### src/rtl/core/field_extent_run_scanner_defines.svh
// Assertion macros used by the scanner top level.
`ifndef FIELD_EXTENT_RUN_SCANNER_DEFINES_SVH
`define FIELD_EXTENT_RUN_SCANNER_DEFINES_SVH

// Check a same-cycle implication, sampled on clk and disabled while rst_n is low.
`define FERS_ASSERT_IMP(label, ante, cons, msg) \
    label: assert property (@(posedge clk) disable iff (!rst_n) (ante) |-> (cons)) \
        else $error(msg);

// Check an implication in the next cycle, sampled on clk and disabled while rst_n is low.
`define FERS_ASSERT_NXT(label, ante, cons, msg) \
    label: assert property (@(posedge clk) disable iff (!rst_n) (ante) |=> (cons)) \
        else $error(msg);

`endif

### src/rtl/core/fers_pkg.sv
// Shared constants, codes and types of the field extent run scanner.
package fers_pkg;

    // Index range of the scan line
    localparam int INDEX_BITS = 10;
    localparam logic [INDEX_BITS-1:0] IDX_MAX = {INDEX_BITS{1'b1}};
    localparam logic [INDEX_BITS-1:0] EMPTY_LOW =
        (1000 > int'(IDX_MAX)) ? IDX_MAX : INDEX_BITS'(1000);

    // Field widths
    localparam int KIND_W  = 2;
    localparam int POS_W   = 10;
    localparam int STEP_W  = 5;
    localparam int THR_W   = 8;
    localparam int RATIO_W = 4;

    // Segment length saturates at 14 bits
    localparam int LEN_BITS = 14;
    localparam logic [LEN_BITS-1:0] LEN_MAX = {LEN_BITS{1'b1}};

    // Item kinds
    localparam logic [KIND_W-1:0] KIND_PIXEL = 2'd0;
    localparam logic [KIND_W-1:0] KIND_EOL   = 2'd1;
    localparam logic [KIND_W-1:0] KIND_CLEAR = 2'd2;

    // Register indexes, taken from paddr[3:2]
    localparam int REG_IDX_W = 2;
    localparam logic [REG_IDX_W-1:0] REG_SAMPLE_STEP   = 2'd0;
    localparam logic [REG_IDX_W-1:0] REG_RUN_THRESHOLD = 2'd1;
    localparam logic [REG_IDX_W-1:0] REG_GAP_THRESHOLD = 2'd2;
    localparam logic [REG_IDX_W-1:0] REG_REPLACE_RATIO = 2'd3;

    // Outcome of closing a run
    typedef struct packed {
        logic                  take;
        logic [INDEX_BITS-1:0] low;
        logic [INDEX_BITS-1:0] high;
        logic [LEN_BITS-1:0]   len;
    } seg_t;

endpackage

### src/rtl/core/fers_segment.sv
// Segment geometry and extent merge for a closed run.
module fers_segment (
    input  logic [fers_pkg::INDEX_BITS-1:0] run_count,
    input  logic [fers_pkg::INDEX_BITS-1:0] gap_count,
    input  logic [fers_pkg::INDEX_BITS-1:0] pos,
    input  logic [fers_pkg::LEN_BITS-1:0]   last_len,
    input  logic [fers_pkg::INDEX_BITS-1:0] extent_low,
    input  logic [fers_pkg::INDEX_BITS-1:0] extent_high,
    input  logic [fers_pkg::STEP_W-1:0]     sample_step,
    input  logic [fers_pkg::THR_W-1:0]      run_threshold,
    input  logic [fers_pkg::RATIO_W-1:0]    replace_ratio,
    output fers_pkg::seg_t                  seg
);

    localparam int IB = fers_pkg::INDEX_BITS;
    localparam int MW = fers_pkg::INDEX_BITS + fers_pkg::STEP_W + 1;
    localparam int SW = MW + 1;
    localparam int RW = fers_pkg::RATIO_W + fers_pkg::LEN_BITS;

    logic [MW-1:0]                  run_prod;
    logic [MW-1:0]                  gap_prod;
    logic [fers_pkg::LEN_BITS-1:0]  len;
    logic signed [SW-1:0]           end_s;
    logic signed [SW-1:0]           start_s;
    logic signed [SW-1:0]           step_s;
    logic [IB-1:0]                  start_v;
    logic [IB-1:0]                  end_v;
    logic [RW-1:0]                  ratio_prod;
    logic                           replace;

    // Length of the run and distance back over the trailing gap
    assign run_prod = MW'(run_count) * MW'(sample_step);
    assign gap_prod = MW'(gap_count) * MW'(sample_step);
    assign len = (run_prod > MW'(fers_pkg::LEN_MAX)) ? fers_pkg::LEN_MAX
                                                    : run_prod[fers_pkg::LEN_BITS-1:0];

    // End and start of the segment, signed so that underflow shows
    assign end_s   = $signed({1'b0, MW'(pos)}) - $signed({1'b0, gap_prod});
    assign start_s = end_s - $signed({1'b0, MW'(len)});
    assign step_s  = $signed({1'b0, MW'(sample_step)});

    // Snap a start that lies within one step of the line origin to zero; clamp the end to the index range
    always_comb
    begin
        if (start_s < step_s)
        begin
            start_v = '0;
        end
        else
        begin
            start_v = start_s[IB-1:0];
        end
        if (end_s < 0)
        begin
            end_v = '0;
        end
        else if (end_s > $signed({1'b0, MW'(fers_pkg::IDX_MAX)}))
        begin
            end_v = fers_pkg::IDX_MAX;
        end
        else
        begin
            end_v = end_s[IB-1:0];
        end
    end

    // Replace on a markedly longer run, otherwise widen
    assign ratio_prod = RW'(replace_ratio) * RW'(last_len);
    assign replace    = RW'(len) > ratio_prod;

    always_comb
    begin
        seg.take = run_count > IB'(run_threshold);
        seg.len  = len;
        if (replace)
        begin
            seg.low  = start_v;
            seg.high = end_v;
        end
        else
        begin
            seg.low  = (start_v < extent_low)  ? start_v : extent_low;
            seg.high = (end_v   > extent_high) ? end_v   : extent_high;
        end
    end

endmodule

### src/rtl/core/field_extent_run_scanner.sv
// Top level of the field extent run scanner: handshakes, state and register port.
//
// Takes one transaction per clock while out_ready is high and returns one result
// per transaction, in order. Each item passes an input register and then a result
// register; a result held by out_ready keeps the item behind it in the input register
// and drops in_ready. The state update runs the run/gap counters, the two step
// multiplies and the extent merge combinationally between the two registers. Write
// the registers only while no item is in flight. Register map (byte address):
// 0 sample_step, 4 run_threshold, 8 gap_threshold, 12 replace_ratio.
module field_extent_run_scanner (
    input  logic                              clk,
    input  logic                              rst_n,
    input  logic                              psel,
    input  logic                              penable,
    input  logic                              pwrite,
    input  logic [3:0]                        paddr,
    input  logic [31:0]                       pwdata,
    output logic [31:0]                       prdata,
    output logic                              pready,
    input  logic                              in_valid,
    output logic                              in_ready,
    input  logic [fers_pkg::KIND_W-1:0]       kind,
    input  logic                              is_field_color,
    input  logic [fers_pkg::POS_W-1:0]        position,
    output logic                              out_valid,
    input  logic                              out_ready,
    output logic                              segment_accepted,
    output logic [fers_pkg::POS_W-1:0]        extent_min,
    output logic [fers_pkg::POS_W-1:0]        extent_max,
    output logic                              field_seen
);

    `include "field_extent_run_scanner_defines.svh"

    localparam int IB = fers_pkg::INDEX_BITS;
    localparam int PW = (fers_pkg::POS_W > IB) ? fers_pkg::POS_W : IB;

    function automatic logic [IB-1:0] sat_inc(input logic [IB-1:0] v);
        return (v == fers_pkg::IDX_MAX) ? fers_pkg::IDX_MAX : v + 1'b1;
    endfunction

    // Configuration registers
    logic [fers_pkg::STEP_W-1:0]  sample_step_reg;
    logic [fers_pkg::THR_W-1:0]   run_threshold_reg;
    logic [fers_pkg::THR_W-1:0]   gap_threshold_reg;
    logic [fers_pkg::RATIO_W-1:0] replace_ratio_reg;
    logic                         cfg_write;

    // Input register
    logic                         s1_valid_reg;
    logic [fers_pkg::KIND_W-1:0]  kind_reg;
    logic                         field_reg;
    logic [fers_pkg::POS_W-1:0]   pos_reg;
    logic                         s1_fire;

    // Scanner state
    logic [IB-1:0]                run_count_reg, run_count_next;
    logic [IB-1:0]                gap_count_reg, gap_count_next;
    logic [fers_pkg::LEN_BITS-1:0] last_len_reg, last_len_next;
    logic [IB-1:0]                extent_low_reg, extent_low_next;
    logic [IB-1:0]                extent_high_reg, extent_high_next;
    logic                         seen_flag_reg, seen_flag_next;
    logic                         accepted_next;

    // Result register
    logic                         out_valid_reg;
    logic                         accepted_reg;
    logic [fers_pkg::POS_W-1:0]   ext_min_reg;
    logic [fers_pkg::POS_W-1:0]   ext_max_reg;
    logic                         seen_out_reg;

    // Combinational helpers
    logic [PW-1:0]                pos_ext;
    logic [IB-1:0]                pos_sat;
    logic [IB-1:0]                gap_inc;
    logic [IB-1:0]                gap_close;
    logic [IB:0]                  bridged_sum;
    logic [IB-1:0]                run_bridged;
    logic                         close_run;
    fers_pkg::seg_t               seg;

    // Register port
    assign pready    = 1'b1;
    assign cfg_write = psel & penable & pwrite;

    always_ff @(posedge clk or negedge rst_n)
    begin
        if (!rst_n)
        begin
            sample_step_reg   <= fers_pkg::STEP_W'(4);
            run_threshold_reg <= fers_pkg::THR_W'(2);
            gap_threshold_reg <= fers_pkg::THR_W'(1);
            replace_ratio_reg <= fers_pkg::RATIO_W'(2);
        end
        else if (cfg_write)
        begin
            case (paddr[3:2])
                fers_pkg::REG_SAMPLE_STEP:
                    sample_step_reg   <= pwdata[fers_pkg::STEP_W-1:0];
                fers_pkg::REG_RUN_THRESHOLD:
                    run_threshold_reg <= pwdata[fers_pkg::THR_W-1:0];
                fers_pkg::REG_GAP_THRESHOLD:
                    gap_threshold_reg <= pwdata[fers_pkg::THR_W-1:0];
                fers_pkg::REG_REPLACE_RATIO:
                    replace_ratio_reg <= pwdata[fers_pkg::RATIO_W-1:0];
                default: ;
            endcase
        end
    end

    always_comb
    begin
        case (paddr[3:2])
            fers_pkg::REG_SAMPLE_STEP:   prdata = 32'(sample_step_reg);
            fers_pkg::REG_RUN_THRESHOLD: prdata = 32'(run_threshold_reg);
            fers_pkg::REG_GAP_THRESHOLD: prdata = 32'(gap_threshold_reg);
            fers_pkg::REG_REPLACE_RATIO: prdata = 32'(replace_ratio_reg);
            default:                     prdata = '0;
        endcase
    end

    // Handshake: advance the input stage whenever the result register can take it
    assign s1_fire  = s1_valid_reg & (~out_valid_reg | out_ready);
    assign in_ready = ~s1_valid_reg | s1_fire;

    always_ff @(posedge clk or negedge rst_n)
    begin
        if (!rst_n)
        begin
            s1_valid_reg  <= 1'b0;
            out_valid_reg <= 1'b0;
        end
        else
        begin
            if (in_ready)
            begin
                s1_valid_reg <= in_valid;
            end
            if (s1_fire)
            begin
                out_valid_reg <= 1'b1;
            end
            else if (out_ready)
            begin
                out_valid_reg <= 1'b0;
            end
        end
    end

    // Capture the transaction payload
    always_ff @(posedge clk)
    begin
        if (in_valid && in_ready)
        begin
            kind_reg  <= kind;
            field_reg <= is_field_color;
            pos_reg   <= position;
        end
    end

    // Clamp the position to the index range
    assign pos_ext = PW'(pos_reg);
    assign pos_sat = (pos_ext > PW'(fers_pkg::IDX_MAX)) ? fers_pkg::IDX_MAX : pos_ext[IB-1:0];

    // Run and gap counters
    assign gap_inc     = sat_inc(gap_count_reg);
    assign bridged_sum = {1'b0, run_count_reg} + {1'b0, gap_count_reg};

    always_comb
    begin
        if (run_count_reg > IB'(run_threshold_reg) && gap_count_reg <= IB'(gap_threshold_reg))
        begin
            run_bridged = bridged_sum[IB] ? fers_pkg::IDX_MAX : bridged_sum[IB-1:0];
        end
        else
        begin
            run_bridged = run_count_reg;
        end
    end

    assign gap_close = (kind_reg == fers_pkg::KIND_PIXEL) ? gap_inc : gap_count_reg;

    fers_segment u_segment (
        .run_count     (run_count_reg),
        .gap_count     (gap_close),
        .pos           (pos_sat),
        .last_len      (last_len_reg),
        .extent_low    (extent_low_reg),
        .extent_high   (extent_high_reg),
        .sample_step   (sample_step_reg),
        .run_threshold (run_threshold_reg),
        .replace_ratio (replace_ratio_reg),
        .seg           (seg)
    );

    // Next state for the item in the input stage
    always_comb
    begin
        run_count_next   = run_count_reg;
        gap_count_next   = gap_count_reg;
        last_len_next    = last_len_reg;
        extent_low_next  = extent_low_reg;
        extent_high_next = extent_high_reg;
        seen_flag_next   = seen_flag_reg;
        close_run        = 1'b0;
        accepted_next    = 1'b0;
        case (kind_reg)
            fers_pkg::KIND_PIXEL:
            begin
                if (field_reg)
                begin
                    run_count_next = sat_inc(run_bridged);
                    gap_count_next = '0;
                end
                else if (gap_inc > IB'(gap_threshold_reg))
                begin
                    close_run      = 1'b1;
                    run_count_next = '0;
                    gap_count_next = '0;
                end
                else
                begin
                    gap_count_next = gap_inc;
                end
            end
            fers_pkg::KIND_EOL:
            begin
                close_run      = 1'b1;
                run_count_next = '0;
                gap_count_next = '0;
            end
            fers_pkg::KIND_CLEAR:
            begin
                run_count_next   = '0;
                gap_count_next   = '0;
                last_len_next    = '0;
                extent_low_next  = fers_pkg::EMPTY_LOW;
                extent_high_next = '0;
                seen_flag_next   = 1'b0;
            end
            default: ;
        endcase
        // Merge a closed run that forms a segment
        if (close_run && seg.take)
        begin
            extent_low_next  = seg.low;
            extent_high_next = seg.high;
            last_len_next    = seg.len;
            seen_flag_next   = 1'b1;
            accepted_next    = 1'b1;
        end
    end

    always_ff @(posedge clk or negedge rst_n)
    begin
        if (!rst_n)
        begin
            run_count_reg   <= '0;
            gap_count_reg   <= '0;
            last_len_reg    <= '0;
            extent_low_reg  <= fers_pkg::EMPTY_LOW;
            extent_high_reg <= '0;
            seen_flag_reg   <= 1'b0;
        end
        else if (s1_fire)
        begin
            run_count_reg   <= run_count_next;
            gap_count_reg   <= gap_count_next;
            last_len_reg    <= last_len_next;
            extent_low_reg  <= extent_low_next;
            extent_high_reg <= extent_high_next;
            seen_flag_reg   <= seen_flag_next;
        end
    end

    // Load the result register
    always_ff @(posedge clk)
    begin
        if (s1_fire)
        begin
            accepted_reg <= accepted_next;
            ext_min_reg  <= fers_pkg::POS_W'(extent_low_next);
            ext_max_reg  <= fers_pkg::POS_W'(extent_high_next);
            seen_out_reg <= seen_flag_next;
        end
    end

    assign out_valid        = out_valid_reg;
    assign segment_accepted = accepted_reg;
    assign extent_min       = ext_min_reg;
    assign extent_max       = ext_max_reg;
    assign field_seen       = seen_out_reg;

    // Checks on the state update and result path
    `FERS_ASSERT_IMP(a_accept_implies_seen, out_valid_reg && accepted_reg, seen_out_reg, "segment accepted without field seen")
    `FERS_ASSERT_IMP(a_extent_ordered, seen_flag_reg, extent_low_reg <= extent_high_reg, "extent start lies beyond its end")
    `FERS_ASSERT_NXT(a_clear_empties, s1_fire && kind_reg == fers_pkg::KIND_CLEAR, extent_low_reg == fers_pkg::EMPTY_LOW && !seen_flag_reg && run_count_reg == '0, "clear left state behind")
    `FERS_ASSERT_NXT(a_fire_gives_result, s1_fire, out_valid_reg, "advanced transaction produced no result")

endmodule

### config.mk
export PLATFORM = sky130hd
export DESIGN_NAME = field_extent_run_scanner
export DESIGN_NICKNAME = d
export VERILOG_FILES = /design/src/rtl/core/fers_pkg.sv /design/src/rtl/core/fers_segment.sv /design/src/rtl/core/field_extent_run_scanner.sv
export VERILOG_INCLUDE_DIRS = /design/src /design/src/rtl/core
export SDC_FILE = /design/constraint.sdc
export NUM_CORES = 1
export LEC_CHECK = 0
export ABC_AREA = 1
export ABC_CLOCK_PERIOD_IN_PS = 19800
export BUFFER_PORTS_ARGS = -buffer_cell sky130_fd_sc_hd__buf_4
export CAP_MARGIN = 20
export CORE_MARGIN = 3
export CORE_UTILIZATION = 65
export CTS_CLUSTER_DIAMETER = 30
export DETAILED_ROUTE_END_ITERATION = 10
export PLACE_DENSITY = 0.86
export REMOVE_ABC_BUFFERS = 1
export SKIP_LAST_GASP = 1
export SLEW_MARGIN = 20
export SYNTH_ARGS = -nofsm -noshare
export SYNTH_HDL_FRONTEND = slang
export SYNTH_SLANG_ARGS = --single-unit
### constraint.sdc
create_clock -name clk -period 19.8 [get_ports clk]
set_clock_uncertainty 0.15 [all_clocks]
set_input_delay 3.96 -clock clk [delete_from_list [all_inputs] [get_ports clk]]
set_output_delay 3.96 -clock clk [all_outputs]
set_load 0.03 [all_outputs]
# After elaboration in Yosys (flattened, before gate mapping)

Cells that the tools add are included.

Register bits after elaboration: 117
Bits in latches: 0
Bits in writable memories: 0
Bits in read-only memories: 0
Input bits: 56
Output and inout bits: 57
Logic and storage cells: 103
Memories: 0

Add/sub/neg operators: 5
Multiply operators: 3
Divide/modulo/power cells: 0
Magnitude comparators: 11
Eq/ne operators: 8
Shift operators: 0
Muxes and demuxes: 34
Bitwise gates (word level): 7
Reduce and logical (&&, ||, !) cells: 16

Operator list:

| cell                                                                    | number |
|---|---|
| 10-bit 2-to-1 mux                                                       | 19 |
| 32-bit case mux with 4 select lines                                     | 1 |
| 14-bit 2-to-1 mux                                                       | 3 |
| 10-bit case mux with 2 select lines                                     | 2 |
| 10-bit by 5-bit multiplier with 15-bit output                           | 2 |
| 10-bit by 1-bit adder with 10-bit output (second input constant)        | 2 |
| 10-bit == test (second input constant)                                  | 2 |
| 10-bit by 8-bit > comparator with 1-bit output                          | 2 |
| 20-bit 2-to-1 mux                                                       | 1 |
| 14-bit by 18-bit > comparator with 1-bit output                         | 1 |
| 4-bit by 14-bit multiplier with 18-bit output                           | 1 |
| 17-bit by 6-bit < comparator with 1-bit output                          | 1 |
| 16-bit by 15-bit subtractor with 17-bit output                          | 1 |
| 16-bit by 11-bit > comparator with 1-bit output (second input constant) | 1 |
| 16-bit by 1-bit < comparator with 1-bit output (second input constant)  | 1 |
| 10-bit by 15-bit subtractor with 16-bit output                          | 1 |
| 15-bit by 14-bit > comparator with 1-bit output (second input constant) | 1 |
| 2-bit AND reduction                                                     | 6 |
| 10-bit by 10-bit adder with 11-bit output                               | 1 |
| 10-bit > comparator                                                     | 1 |
| 10-bit > comparator (second input constant)                             | 1 |
| 10-bit by 8-bit less-or-equal comparator with 1-bit output              | 1 |
| 10-bit < comparator                                                     | 1 |
| 1-bit 2-to-1 mux                                                        | 7 |
| other kinds (12)                                                        | 24 |

# Logic depth before layout (Yosys ltp)

Gate-level depths: netlist of run 1.

Word-level depth: 12
Mapped depth: 53
Mapped depth without buffers: 51

# Modules after synthesis

A second synthesis of run 1 with hierarchy kept.

Cells, all modules: 2052
Area, all modules: 14705.4 um^2

Modules (own cells, without submodules):

| module                   | instances | cells each | area an instance (um^2) | sequential area each (um^2) |
|---|---|---|---|---|
| fers_segment             | 1         | 1187       | 7559.8                  | 0.0 |
| field_extent_run_scanner | 1         | 865        | 7145.6                  | 3115.5 |

# Worst setup path after synthesis of run 1

No wires, ideal clock.

Path type: in2out
From: input paddr[3]
To: output prdata[4]
Arrival: 4878 ps
Required time: 15690 ps
Setup slack: 10812 ps
Stages: 4
Path buffers: 0
Path through: inv_1 nor2_1 inv_1 o221ai_1

Cells in the longest elaborated chain, start to end: 2
Elaborated cells between the ends (all ways): 5
Classes of those cells: eq/ne (3); mux (1); reduce/logical (1)

RTL lines:

| element                                     | line                            | text |
|---|---|---|
| start: declaration                          | field_extent_run_scanner.sv:16  | `input logic [3:0] paddr,` |
| 2-bit == test, or another cell as far along | field_extent_run_scanner.sv:113 | `case (paddr[3:2])` |
| 32-bit case mux with 4 select lines (*)     | field_extent_run_scanner.sv:113 |  |
| end: declaration                            | field_extent_run_scanner.sv:18  | `output logic [31:0] prdata,` |

Every way passes the cells marked *; elsewhere a longest branch is shown, timed or not. The select of a mux whose other input is x is not followed.

# Final worst setup path of run 1

From: register gap_count_reg[0]
To: register ext_min_reg, in the netlist extent_min[1], data pin

Cells in the longest elaborated chain, start to end: 12
Elaborated cells between the ends (all ways): 18
Classes of those cells: add/sub (3); mul (1); order compare (3); eq/ne (1); mux (9); reduce/logical (1)

RTL lines:

| element                                                                           | line                            | text |
|---|---|---|
| start: declaration                                                                | field_extent_run_scanner.sv:58  | `logic [IB-1:0] gap_count_reg, gap_count_next;` |
| start signal: assignment                                                          | field_extent_run_scanner.sv:268 | `gap_count_reg <= gap_count_next;` |
| 10-bit by 1-bit adder with 10-bit output / 10-bit == test (equally long branches) | field_extent_run_scanner.sv:39  | `return (v == fers_pkg::IDX_MAX) ? fers_pkg::IDX_MAX : v + 1'b1;` |
| 10-bit 2-to-1 mux                                                                 | field_extent_run_scanner.sv:39  |  |
| 10-bit 2-to-1 mux                                                                 | field_extent_run_scanner.sv:181 | `assign gap_close = (kind_reg == fers_pkg::KIND_PIXEL) ? gap_inc : gap_count_reg;` |
| 10-bit by 5-bit multiplier with 15-bit output                                     | fers_segment.sv:33              | `assign gap_prod = MW'(gap_count) * MW'(sample_step);` |
| 10-bit by 15-bit subtractor with 16-bit output                                    | fers_segment.sv:38              | `assign end_s = $signed({1'b0, MW'(pos)}) - $signed({1'b0, gap_prod});` |
| 16-bit by 15-bit subtractor with 17-bit output                                    | fers_segment.sv:39              | `assign start_s = end_s - $signed({1'b0, MW'(len)});` |
| 17-bit by 6-bit < comparator with 1-bit output                                    | fers_segment.sv:45              | `if (start_s < step_s)` |
| 10-bit 2-to-1 mux                                                                 | fers_segment.sv:45              |  |
| 10-bit < comparator                                                               | fers_segment.sv:82              | `seg.low = (start_v < extent_low) ? start_v : extent_low;` |
| 10-bit 2-to-1 mux                                                                 | fers_segment.sv:82              |  |
| 20-bit 2-to-1 mux                                                                 | fers_segment.sv:75              | `if (replace)` |
| 10-bit 2-to-1 mux (*)                                                             | field_extent_run_scanner.sv:244 | `if (close_run && seg.take)` |
| net extent_low_next[1]                                                            | field_extent_run_scanner.sv:60  | `logic [IB-1:0] extent_low_reg, extent_low_next;` |
| end signal: assignment                                                            | field_extent_run_scanner.sv:282 | `ext_min_reg <= fers_pkg::POS_W'(extent_low_next);` |
| end: declaration                                                                  | field_extent_run_scanner.sv:68  | `logic [fers_pkg::POS_W-1:0] ext_min_reg;` |

Mark *: on every way through the listed nets, which the timed path passes. The rest lies on a longest branch.
A chain may end at the register's enable or synchronous reset.

==> out/qor.yml, run 1 <==
run_status:
  status: "finished clean"
critical_path:
  cp_slowest_cell: "fa_1"
  crit_fanout: 11
  critPathKind: "reg2reg"
  cp.required_ns: 19.82
  ff2ff_path_depth: 48
  path_common_cell: "nand2_1"
  r2r-start: "gap_count_reg[0]"
  rrSetupSlack_ns: 10.51
  start_kind: "flip-flop"
  cp_data_arrival_time_ns: 9.30
  slowest_delay_ns: 0.57
  r2r-end: "extent_min[1]"
  crit_path_end_kind: "flip-flop"
logic_synthesis:
  synth_top_family_by_area: "adder cells"
  synth.area.top_cells: "ha_1 (14%), dfrtp_1 (13%), fa_1 (12%)"
  synth_top_cell_by_area: "ha_1"
  synth_top_area_share: 0.144
  syn-cell-area_mm2: 0.0135
  synth_seq_cells: 117
  synthAdderAreaFrac: 0.265
  synthSimpleGateAreaFrac: 0.211
  ys_warn_count: 0
  synthMuxAreaShare: 0
  synthDistinctLibCells: 60
  syn_inst: 1829
  synthXorXnorAreaFrac: 0.0329
  async_flop_share: 0.701
  synth_edf_count: 35
  synthFlopType: "dfrtp_1"
  synth-seq-area-share: 0.230
  syn_avg_cell_area_um2: 7.40
  synth_compound_area_frac: 0.124
drt:
  antenna_left: 0
  num_vias: 12200
  vias_per_cell: 5.67
  drtIter0Drc: 859
  drt_first_pass_iters: 6
  drt_wl_total_um: 33900
  routedWlPerCell_um: 15.7
  drcViolationCount: 0
sta:
  hold_viol_final: 0
  max_slew_margin: 0.380
  finalWorstSetupSlack_ns: 10.51
  setup_viol: 0
  finalCriticalPeriod_ns: 9.29
  rsz0062_at_grt: "false"
  fmax_mhz: 108
  worst_slew_pin_slew_ns: 0.929
  finalMaxSlewViolations: 0
  fin_crit_sh: 0.469
  fin_setup_tns_ns: 0
die:
  core_mm2: 0.0204
  die-area_mm2: 0.0226
  die_x_um: 150
  initial_core_util: 0.665
  io_pins: 113
  num_rows: 52
  die_h_um: 150
cells_and_area:
  final_nets: 2165
  areaGrowthSynthToFinish_pct: 8.87
  fin_util: 0.724
  largest_reg_flops: 14
  antenna_cells: 0
  mostFrequentLayoutCell: "nand2_1"
  design_area_mm2: 0.0147
  layout-drive-gt1-share: 0.0780
  final_cell_mix: "nand2_1 (437), inv_1 (385), ha_1 (156), o21ai_0 (104), nor2_1 (88)"
  fill_cells: 1569
global_routing:
  antenna_found_initial: 0
  grt_pass1_vias: 12000
  grt_pass1_wl_um: 55800
  grtUsageTotal: 0.305
  grt_max_degree: 61
  grt_overflow: 0
place:
  place_area_mm2: 0.0141
  gp_congestion: 0.917
  numPortBuffers: 61
  dp_slack_ns: 10.81
  dp_hpwl_um: 25800
cts:
  clk_latency_ns: 0.44
  cts_tree: "done"
  cts_sinks: 117
  cts_root_buf: "clkbuf_16"
  cts_buffer_depth: 2
  cts_hold_buffers: 0
  htreeDepth: 4
  cts.clk_slew.worst_paths_ns: 0.06
  cts_resized: 0
  numCtsBuffers: 17
  cts_setup_buffers: 0
power_and_ir_drop:
  ir_drop_mv: 0.113
  power_leakage_nw: 8.09
  cellPowerDensity_mw_per_mm2: 177
  p_int_mw: 1.16
  switchingPower_mw: 1.45
  clkPwrFrac: 0.127
  combinationalPowerShare: 0.719
  power_frac_seq: 0.154
  switching_share: 0.555
hold_path:
  whs_endpoint: "run_threshold_reg[6]"
  min-delay-start: "run_threshold_reg[6]"
  holdPathStages: 2
  hold_path_class: "reg2reg"
run:
  cap_violations: 0
[routing by layer]
metal / track usage / vias up / wire, um
met4: 0.120 / 0 / 1240
met3: 0.0476 / 116 / 2320
li1: - / 5865 / -
met5: 0 / - / 0
met2: 0.532 / 515 / 16500
met1: 0.380 / 5722 / 13800
[how the worst max path moves through the flow]
stage	endpoint	slack, ns	from
final	extent_min[1]	10.51	gap_count_reg[0]
after global routing	extent_min[2]	9.86	gap_count_reg[0]
after CTS	extent_min[1]	10.68	gap_count_reg[0]
after detailed placement	prdata[4]	10.81	paddr[2]
after global placement	prdata[4]	10.80	paddr[2]
after floorplan	prdata[4]	10.81	paddr[3]
[critical path: cells and delay by family (launching register included)]
| kind | cells | cell delay (ns) |
|---|---|---|
| xor gates and xnor gates | 1 | 0.38 |
| DFF | 1 | 0.48 |
| and+or+nand+nor | 23 | 2.90 |
| AOI/OAI and AO/OA | 10 | 1.73 |
| buffers and inverters | 7 | 0.56 |
| adders and majority gates | 7 | 2.80 |
[kinds of logic (layout without fill, tap and decap cells)]
group / Yosys count / after routing
other cells: 2 / 25
xor+xnor: 50 / 50
buf+inv: 461 / 493
flops: 117 / 117
simple gates: 666 / 666
fa+ha+maj: 238 / 238
compound gates: 295 / 295
[cells in the mapped netlist (8+ instances only)]
library cell and count:
xor2_1 34, ha_1 156, o21ai_0 104, nor3_1 13, xnor2_1 15, inv_1 385, buf_4 26, o21ai_1 11
o21bai_1 8, a31oi_1 15, edfxtp_1 35, nand2_1 437, nor2_1 88, clkbuf_1 36, nand2_2 9, nand3_2 8
dfrtp_1 72, fa_1 82, dfstp_2 10, o22ai_1 29, a21oi_1 86, nand4_1 28, nand3_1 55
[per-stage QoR]
stage | hold WS [ns] | cells | power, mW
after floorplan | 0.303 | 1785 | 1.74
after global placement | 0.318 | 2121 | 2.15
after detailed placement | 0.323 | 2121 | 2.21
after CTS | 0.338 | 2153 | 2.57
after global routing | 0.356 | 2154 | 2.87
final | 0.335 | 2154 | 2.61
[final cells by class]
class                   count  area [um2]  share of cell area
clock buffers              20         479              0.0325
clock inverters            12         141             0.00959
inverters                 394        1480               0.100
multi-input cells        1274        8680               0.589
flip-flops and latches    117        3120               0.211
well taps                 270         338              0.0229
repair buffers             67         510              0.0346
[power by group through the flow]
stage | Combinational (mW) | Sequential (mW) | Clock [mW]
floorplan | 1.33 | 0.410 | 0
global route | 2.11 | 0.410 | 0.343
CTS | 1.84 | 0.401 | 0.332
global placement | 1.74 | 0.401 | 0
finish | 1.88 | 0.403 | 0.332
detailed placement | 1.80 | 0.404 | 0
Power figures use the tool's default switching activity.
==> inputs of run 2 (changes only) <==
--- a/config.mk
+++ b/config.mk
@@ -7,14 +7,14 @@
 export NUM_CORES = 1
 export LEC_CHECK = 0
 export ABC_AREA = 1
-export ABC_CLOCK_PERIOD_IN_PS = 19800
+export ABC_CLOCK_PERIOD_IN_PS = 8500
 export BUFFER_PORTS_ARGS = -buffer_cell sky130_fd_sc_hd__buf_4
 export CAP_MARGIN = 20
 export CORE_MARGIN = 3
-export CORE_UTILIZATION = 65
+export CORE_UTILIZATION = 56
 export CTS_CLUSTER_DIAMETER = 30
 export DETAILED_ROUTE_END_ITERATION = 10
-export PLACE_DENSITY = 0.86
+export PLACE_DENSITY = 0.78
 export REMOVE_ABC_BUFFERS = 1
 export SKIP_LAST_GASP = 1
 export SLEW_MARGIN = 20
==> constraint.sdc (replaced) <==
create_clock -name clk -period 8.5 [get_ports clk]
set_clock_uncertainty 0.15 [all_clocks]
set_input_delay 1.7 -clock clk [delete_from_list [all_inputs] [get_ports clk]]
set_output_delay 1.7 -clock clk [all_outputs]
set_load 0.03 [all_outputs]
==> out/qor.yml, run 2 (synthesized netlist as in run 1, its figures left out) <==
place:
  gp_congestion: 0.956  # +4.2%
  dp_hpwl_um: 26500  # +3.0%
  dp_slack_ns: 0.155  # -10.65 ns
  numPortBuffers: 61  # unchanged
power_and_ir_drop:
  cellPowerDensity_mw_per_mm2: 424  # +140%
  power_leakage_nw: 8.51  # +5.1%
  ir_drop_mv: 0.287  # +150%
sta:
  worst_slew_pin_slew_ns: 1.04  # +0.112 ns
  hold_viol_final: 0  # unchanged
  fin_crit_sh: 0.952  # +0.483
  finalMaxSlewViolations: 0  # unchanged
  fmax_mhz: 124  # +15%
  setup_viol: 0  # unchanged
  finalCriticalPeriod_ns: 8.09  # -1.19 ns
  whs_ns: 0.338  # +0.00307 ns
  finalWorstSetupSlack_ns: 0.406  # -10.11 ns
  max_slew_margin: 0.302  # -0.0787
critical_path:
  start_kind: "flip-flop"
  crit_buf_inv: 9  # +2
  cp_data_arrival_time_ns: 8.29  # -1.01 ns
  cp_slowest_cell: "fa_1"
  critPathKind: "reg2reg"
  critPathCapture: "extent_low_reg[4]"
  rrSetupSlack_ns: 0.41  # -10.11 ns
  ff2ff_path_depth: 47  # -2.1%
  r2r-end: "extent_low_reg[4]"
  crit_path_end_kind: "flip-flop"
  path_depth: 47  # -2.1%
  critPathTopFamily: "adder cells"
  slowest_delay_ns: 0.53  # -0.04 ns
  crit_fanout: 6  # -5
  crit_start: "gap_count_reg[1]"
  r2r-start: "gap_count_reg[1]"
  cp.required_ns: 8.69  # -11.13 ns
global_routing:
  grtUsageTotal: 0.266  # -0.0399
  grt_max_degree: 49  # -20%
  grt_pass1_wl_um: 56800  # +1.7%
  grt_pass1_vias: 12100  # +0.14%
  antenna_found_initial: 0  # unchanged
  grt_overflow: 0  # unchanged
drt:
  antenna_left: 0  # unchanged
  vias_per_cell: 5.43  # -4.3%
  drt_wl_total_um: 34500  # +1.9%
  drt_first_pass_iters: 11  # +5
  drcViolationCount: 1  # +1
  routedWlPerCell_um: 15.2  # -3.4%
  drtIter0Drc: 924  # +7.6%
  num_vias: 12300  # +0.89%
cells_and_area:
  final_nets: 2234  # +3.2%
  areaGrowthSynthToFinish_pct: 15.2
  mostFrequentLayoutCell: "nand2_1"
  antenna_cells: 0  # unchanged
  fill_cells: 1961  # +25%
  final_cell_mix: "nand2_1 (434), inv_1 (385), ha_1 (147), buf_4 (136), o21ai_0 (101)"
  layout-drive-gt1-share: 0.131  # +0.0525
  largest_reg_flops: 14  # unchanged
cts:
  cts_hold_buffers: 0  # unchanged
  numCtsBuffers: 17  # unchanged
  clk_latency_ns: 0.43  # about the same
  cts_buffer_depth: 2  # unchanged
  cts_root_buf: "clkbuf_16"
  cts.clk_slew.worst_paths_ns: 0.07  # about the same
  htreeDepth: 4  # unchanged
  cts_tree: "done"
  cts_sinks: 117  # unchanged
die:
  initial_core_util: 0.573  # -0.0915
  core_mm2: 0.0236  # +16%
  die_h_um: 161  # +7.4%
  io_pins: 113  # unchanged
  die_x_um: 161  # +7.4%
  num_rows: 56  # +7.7%
  die-area_mm2: 0.0261  # +15%
hold_path:
  hold_path_class: "reg2reg"
  holdPathStages: 2  # unchanged
  min-delay-start: "run_threshold_reg[6]"
run_status:
  status: "complete, but fails checks"
  violations: "design-rule violations"
run:
  cap_violations: 0  # unchanged
==> run 2: changes by cell type in the layout (fill, tap and decap cells not counted), sizes merged <==
cell,change
clkinvlp,-2
buf,+69
clkinv,-1
bufinv,+1
inv,+2
==> run 2: layer usage <==
| metal | share of wire | routed length, um | up-vias | track usage |
|---|---|---|---|---|
| met1 | 0.43 | 14700 | 5785 | 0.344 |
| met3 | 0.058 | 2010 | 107 | 0.0380 |
| met5 | 0 | 0 | - | 0 |
| met4 | 0.040 | 1390 | 0 | 0.109 |
| li1 | - | - | 5996 | - |
| met2 | 0.48 | 16400 | 439 | 0.449 |
==> run 2: final cells by class <==
class,instances,area [um2],area share
well taps,319,399,0.0256
clock buffers,20,489,0.0314
flip-flops and latches,117,3120,0.200
inverters,394,1480,0.0948
repair buffers,136,1020,0.0654
multi-input cells,1274,8930,0.573
clock inverters,12,160,0.0103
==> run 2: power breakdown <==
| group | leakage (nW) | internal [mW] | switching (mW) |
|---|---|---|---|
| registers | 1.40 | 0.760 | 0.149 |
| clock network | 0.323 | 0.508 | 0.295 |
| logic | 6.78 | 1.80 | 3.10 |
==> run 2: what timing repair did <==
item	4_1_cts	5_1_grt
resized for setup	0	50
buffers inserted	0	13
endpoints found under the setup margin	0	20
==> run 2: metrics by stage <==
stage                     setup TNS (ns)  instances  total power [mW]  utilization  area [um2]
after global routing              -0.844       2272              7.21        0.661       15600
after detailed placement               0       2227              5.44        0.618       14600
after floorplan                        0       1785              4.05            -       13300
final                                  0       2272              6.61        0.661       15600
after CTS                              0       2259              6.31        0.646       15200
after global placement                 0       2227              5.33        0.618       14600
==> run 2: worst min path at each step <==
stage | endpoint | slack (ns)
floorplan | gap_threshold_reg[4] | 0.30
global placement | run_threshold_reg[2] | 0.32
detailed placement | gap_threshold_reg[5] | 0.32
CTS | gap_threshold_reg[5] | 0.34
global route | run_threshold_reg[1] | 0.35
finish | run_threshold_reg[6] | 0.34
==> run 2: worst reg2reg max path: cells and delay by family, from the launching register on <==
family                   cells  cell delay, ns
adder cells (fa/ha/maj)      6            2.59
buffers and inverters        9            0.94
AO/OA/AOI/OAI                9            1.42
flip-flops                   1            0.42
AND/OR/NAND/NOR             21            2.11
XOR/XNOR                     2            0.40
